## config.mk

```make
export PLATFORM = sky130hd
export DESIGN_NAME = mma_out_fifo
export DESIGN_NICKNAME = d
export VERILOG_FILES = /design/src/hw/rtl/mma_pkg.sv /design/src/hw/rtl/mma_out_fifo.sv
export VERILOG_INCLUDE_DIRS = /design/src /design/src/hw/rtl
export SDC_FILE = /design/constraint.sdc
export NUM_CORES = 1
export LEC_CHECK = 0
export ABC_AREA = 1
export BUFFER_PORTS_ARGS = -buffer_cell sky130_fd_sc_hd__buf_4
export CAP_MARGIN = 20
export CELL_PAD_IN_SITES_DETAIL_PLACEMENT = 0
export CELL_PAD_IN_SITES_GLOBAL_PLACEMENT = 1
export CORE_MARGIN = 1.5
export CORE_UTILIZATION = 50
export CTS_BUF_LIST = sky130_fd_sc_hd__clkbuf_8
export DETAILED_ROUTE_END_ITERATION = 7
export PLACE_DENSITY = 0.92
export SLEW_MARGIN = 20
export SYNTH_ARGS = -nofsm -noshare
export SYNTH_HDL_FRONTEND = slang
export SYNTH_SLANG_ARGS = --single-unit
```

## constraint.sdc

```tcl
create_clock -name clk -period 7 [get_ports clk]
set_input_delay 0.7 -clock clk [delete_from_list [all_inputs] [get_ports clk]]
set_output_delay 0.7 -clock clk [all_outputs]
set_load 0.1 [all_outputs]
```

## src/hw/rtl/assert_macros.svh

```systemverilog
// Assertion macros shared by the matrix multiply-accumulate RTL.
// Every macro samples on clk and is disabled while arst_n is low.
`ifndef ASSERT_MACROS_SVH
`define ASSERT_MACROS_SVH

// Property that must hold at every clock edge out of reset.
`define ASSERT_CLK(label, prop, msg) \
	label: assert property (@(posedge clk) disable iff (!arst_n) (prop)) else $error(msg);

// Condition that must never be true at a clock edge out of reset.
`define ASSERT_NEVER(label, cond, msg) \
	label: assert property (@(posedge clk) disable iff (!arst_n) !(cond)) else $error(msg);

`endif

```

## src/hw/rtl/mma_pkg.sv

```systemverilog
// Package for the matrix multiply-accumulate block: payload types, codes
// and fixed field widths. No dependencies.
package mma_pkg;

	localparam int MODE_W    = 3;
	localparam int IDX_IN_W  = 4;
	localparam int VALUE_W   = 40;
	localparam int SIZE_W    = 5;
	localparam logic [SIZE_W-1:0] SIZE_RESET = 5'd16;
	localparam int RSP_DEPTH = 3;
	localparam int RSP_CNT_W = $clog2(RSP_DEPTH + 1);
	localparam int RSP_PTR_W = $clog2(RSP_DEPTH);

	typedef enum logic [MODE_W-1:0] {
		MODE_LOAD_A = 3'd0,
		MODE_LOAD_B = 3'd1,
		MODE_LOAD_C = 3'd2,
		MODE_START  = 3'd3,
		MODE_READ_C = 3'd4
	} mode_t;

	typedef enum logic [1:0] {
		ST_IDLE,
		ST_RUN,
		ST_DRAIN
	} state_t;

	typedef struct packed {
		mode_t                      mode;
		logic [IDX_IN_W-1:0]        row;
		logic [IDX_IN_W-1:0]        col;
		logic signed [VALUE_W-1:0]  value;
	} req_item_t;

	typedef struct packed {
		logic [IDX_IN_W-1:0]        out_row;
		logic [IDX_IN_W-1:0]        out_col;
		logic signed [VALUE_W-1:0]  out_value;
		logic                       is_done;
	} rsp_item_t;

	typedef struct packed {
		logic      valid;
		rsp_item_t item;
	} rsp_push_t;

endpackage

```

## src/hw/rtl/mma_out_fifo.sv

```systemverilog
// Small result queue between the datapath and the response channel.
// Depends on mma_pkg for the result types and the queue depth.
`include "assert_macros.svh"

module mma_out_fifo (
	input  logic                           clk,
	input  logic                           arst_n,
	input  mma_pkg::rsp_push_t             push,
	output logic                           rsp_valid,
	input  logic                           rsp_ready,
	output mma_pkg::rsp_item_t             rsp,
	output logic [mma_pkg::RSP_CNT_W-1:0]  count
);

	mma_pkg::rsp_item_t                    slot_q [mma_pkg::RSP_DEPTH];
	logic [mma_pkg::RSP_PTR_W-1:0]         wr_ptr_q;
	logic [mma_pkg::RSP_PTR_W-1:0]         rd_ptr_q;
	logic [mma_pkg::RSP_CNT_W-1:0]         count_q;
	logic                                  pop;

	assign rsp_valid = (count_q != '0);
	assign rsp       = slot_q[rd_ptr_q];
	assign pop       = rsp_valid && rsp_ready;
	assign count     = count_q;

	function automatic logic [mma_pkg::RSP_PTR_W-1:0] ptr_inc(
		input logic [mma_pkg::RSP_PTR_W-1:0] p
	);
		if (p == mma_pkg::RSP_PTR_W'(mma_pkg::RSP_DEPTH - 1)) begin
			return '0;
		end
		return p + 1'b1;
	endfunction

	always_ff @(posedge clk) begin
		if (push.valid) begin
			slot_q[wr_ptr_q] <= push.item;
		end
	end

	always_ff @(posedge clk or negedge arst_n) begin
		if (!arst_n) begin
			wr_ptr_q <= '0;
			rd_ptr_q <= '0;
			count_q  <= '0;
		end else begin
			if (push.valid) begin
				wr_ptr_q <= ptr_inc(wr_ptr_q);
			end
			if (pop) begin
				rd_ptr_q <= ptr_inc(rd_ptr_q);
			end
			unique case ({push.valid, pop})
				2'b10:   count_q <= count_q + 1'b1;
				2'b01:   count_q <= count_q - 1'b1;
				default: count_q <= count_q;
			endcase
		end
	end

	// The top level admits a transaction only when the queue has room for it.
	`ASSERT_NEVER(a_fifo_overflow, push.valid && !pop && count_q == mma_pkg::RSP_CNT_W'(mma_pkg::RSP_DEPTH), "result queue overflow")
	`ASSERT_CLK(a_fifo_count, (push.valid && !pop) |=> (count_q == $past(count_q) + 1'b1), "result queue count did not advance")

endmodule

```

==> metrics.sh <==
CRIT_PATH_END_KIND='output pin'
CLKSLEWWORSTSETUPHOLDPATHS_PS=80
SYNTHTOPCELLSBYAREA='sky130_fd_sc_hd__edfxtp_1, sky130_fd_sc_hd__nand2_1, sky130_fd_sc_hd__nand3_1'
REPORT.FINAL.SETUP_VIOL=0
SYNTH_ASYNC_SR_FLOP_SHARE_PCT=3.92
FLOORPLAN.INITIALDENSITY_PCT=51.4
FIRST_GLOBAL_VIAS=3368
WIRE_LENGTH_OF_THE_FIRST_GLOBAL_ROUTING_PASS_MM=16.1
POSTCTSSETUPREPAIRBUFS=0
DETAILED_ROUTE_ITER0_VIOLATIONS=181
SYNTH-EDFF-COUNT=147
FINALSETUPTNS_PS=0
SYNTH_NETS=453
VIAS=3337
CTSHOLDBUFFERS=0
ROUTE.DETAILED.DRC=0
POST-SYNTH-TOP-AREA-FRACTION_PCT=78.9
ROUTED_WIRELENGTH_MM=10.5
ANTENNADIODECOUNT=0
ROWS=38
NNETSFINAL=563
TIMING.CRITICAL_PATH.FROM_TYPE='flip-flop'
NETLIST.TOP_CELL.BY_AREA='sky130_fd_sc_hd__edfxtp_1'
MAX-CAP-VIOLATIONS=0
CTS_MADE_BUFFERS=17
FIRST_PASS_ITERS=5
ANTENNA_VIOLATING_NETS_POST_ROUTE=0
TIMING.FMAX_MHz=293
HP-CLASS='in -> async'
DP_HPWL_MM=6.16
TIMING.RR.START='rd_ptr_q[1]$_DFFE_PN0P_'
POST_CTS_RESIZED=0
CRITPATHMAXSTAGEDELAY_PS=810
SYNTH-MAIN-FF-CELL='sky130_fd_sc_hd__edfxtp_1'
SETUP_REPAIR_AFTER_GLOBAL_ROUTING_MISSED_ITS_MARGIN='false'
CRIT_SLOWEST_CELL='sky130_fd_sc_hd__dfrtp_2'
IOS=105
POST_SYNTH_INST_COUNT=399
YS_FF_LATCH=153
AREA_GROWTH_PCT=24.5
FILLERS=808
MAPPEDNETLISTAREA_UM2=5590
FINALMAXSLEWVIOLATIONS=0
CLOCK-SKEW-FINAL_PS=6.67
WORSTSKEWPAIRLATENCY_PS=430
RUN_STATUS='finished, final reports clean'
CTS_ROOT_BUFFER='sky130_fd_sc_hd__clkbuf_8'
GRTUSAGETOTAL_PCT=18.6
CTS.HTREE.LEVELS=4
CLOCK-SINKS=153
PERIOD_SHARE_PCT=48.8
POST_DRT_VIA_CELL_RATIO=5.04
GRT_ANTENNA_BEFORE_REPAIR=0
CRIT_CHAIN='nor2_4 > buf_16 > nand2_1 > nand3_1 > buf_4'
SYNTH_WARNINGS=0
POSTLAYOUTCELLAREA_UM2=6960
TRITONCTS='yes'
PORTBUFFERS=104
WORST_SLEW_PIN_SLEW_PS=1090
SHARE_OF_CELLS_ABOVE_DRIVE_STRENGTH_1_PCT=27.6
CP_DATA_ARRIVAL_TIME_PS=2710
PLACED_CELL_AREA_UM2=6550
CRITICAL_PATH.REG2REG.ENDPOINT='rd_ptr_q[1]$_DFFE_PN0P_'
REG2REG_DEPTH=4
PERIOD_MINUS_SLACK_PS=3410
WORST-R2R-SETUP-SLACK_PS=5030
DIE_WIDTH_UM=109
DIE_AREA_UM2=11800
CRIT_REQUIRED_PS=6300
TIMING.FINAL.HOLD_VIOLATIONS=0
SEQ_AREA_FRAC_SYNTH_PCT=81.6
GP_CONGESTION=0.712
MAPPED_AVG_CELL_AREA_UM2=14.0
WORSTSETUPPATHTYPE='reg -> out'
CTS_BUFFER_DEPTH=2
DIE-HEIGHT_UM=109
OVERFLOW=0
MAXIMUM_NUMBER_OF_PINS_ON_ONE_NET_BEFORE_GLOBAL_ROUTE_REPAIR=53
SYNTH_CELL_TYPES=14
SLEW_MARGIN_REL_PCT=27.6
AVGROUTEDWIREPERCELL_UM=15.8
TIMING.CRITICAL_PATH.FANOUT_MAX=52
CORE_REGION_AREA_UM2=10900
==> registers in the layout, indices dropped and copies added (netlist names) <==
name and flops:
count 2, rd_ptr_q 2, slot_q 147, wr_ptr_q 2
==> metal layers <==
metal / wire length, µm / track usage (%) / vias to the layer above
li1: - / - / 1617
met1: 4220 / 21.6 / 1593
met2: 5430 / 32.3 / 120
met3: 743 / 6.58 / 7
met4: 74 / 6.02 / 0
met5: 0 / 0 / -
==> layout make-up <==
type                       instances  area (µm²)  share of cell area (%)
clock buffer                      17         234                    3.36
multi-input combinational        219         927                    13.3
clock inverter                    15         176                    2.53
sequential                       153        4570                    65.6
tap                              140         175                    2.52
inverter                          11        46.3                   0.665
timing repair buffer             107         836                    12.0
==> how the worst max path moves through the flow <==
stage          depth (start not counted)  slack, ps                endpoint                     from
2_1_floorplan                          2       2390  slot_q[2][0]$_DFFE_PP_                 push[49]
3_3_place_gp                           4       3700                  rsp[2]  rd_ptr_q[1]$_DFFE_PN0P_
3_5_place_dp                           5       3960                  rsp[2]  rd_ptr_q[1]$_DFFE_PN0P_
4_1_cts                                5       3480                  rsp[2]  rd_ptr_q[1]$_DFFE_PN0P_
5_1_grt                                5       3380                 rsp[18]  rd_ptr_q[1]$_DFFE_PN0P_
6_report                               5       3590                  rsp[2]  rd_ptr_q[1]$_DFFE_PN0P_
==> cells in the mapped netlist, types with 2 or more instances <==
| master | instances |
|---|---|
| sky130_fd_sc_hd__nor2_2 | 2 |
| sky130_fd_sc_hd__dfrtp_1 | 6 |
| sky130_fd_sc_hd__o21ai_0 | 2 |
| sky130_fd_sc_hd__nand3_1 | 52 |
| sky130_fd_sc_hd__clkbuf_1 | 5 |
| sky130_fd_sc_hd__buf_2 | 11 |
| sky130_fd_sc_hd__nand2_1 | 159 |
| sky130_fd_sc_hd__inv_1 | 10 |
| sky130_fd_sc_hd__edfxtp_1 | 147 |
==> through the flow <==
stage / cells / util (%) / hold WS (ps) / worst slack (ps)
global placement: 628 / 59.7 / 483 / 3700
detailed placement: 630 / 60.2 / 505 / 3960
global route: 662 / 63.9 / 39.6 / 3380
CTS: 662 / 63.9 / 46.6 / 3480
finish: 662 / 63.9 / 70.5 / 3590
floorplan: 399 / - / 404 / 2390
==> critical path: cells and delay by family (launching register included) <==
kind	cells	cell delay (ps)
DFF	1	810
buffers and inverters	2	560
and+or+nand+nor	3	910
==> cells by family (layout without fill, tap and decap cells) <==
kind of cell    after synthesis  in the layout  share of synthesized area [%]
compound gates                2              2                          0.179
xor+xnor                      1              1                          0.157
flops                       153            153                           81.6
buf+inv                      27            150                           2.06
simple gates                215            215                           15.8
fa+ha+maj                     1              1                          0.224
==> layout by cell type (no fill, tap or decap), types with 3 or more instances in the layout <==
| master | n |
|---|---|
| sky130_fd_sc_hd__nand2_1 | 159 |
| sky130_fd_sc_hd__edfxtp_1 | 147 |
| sky130_fd_sc_hd__buf_4 | 105 |
| sky130_fd_sc_hd__nand3_1 | 52 |
| sky130_fd_sc_hd__clkbuf_8 | 17 |
| sky130_fd_sc_hd__inv_1 | 8 |
| sky130_fd_sc_hd__dfrtp_1 | 5 |
| sky130_fd_sc_hd__bufinv_16 | 3 |
| sky130_fd_sc_hd__clkinvlp_4 | 3 |
| sky130_fd_sc_hd__clkinv_4 | 3 |
Power is not shown: default switching activity piles up to over one toggle a cycle in this logic, so the estimate is an artifact.
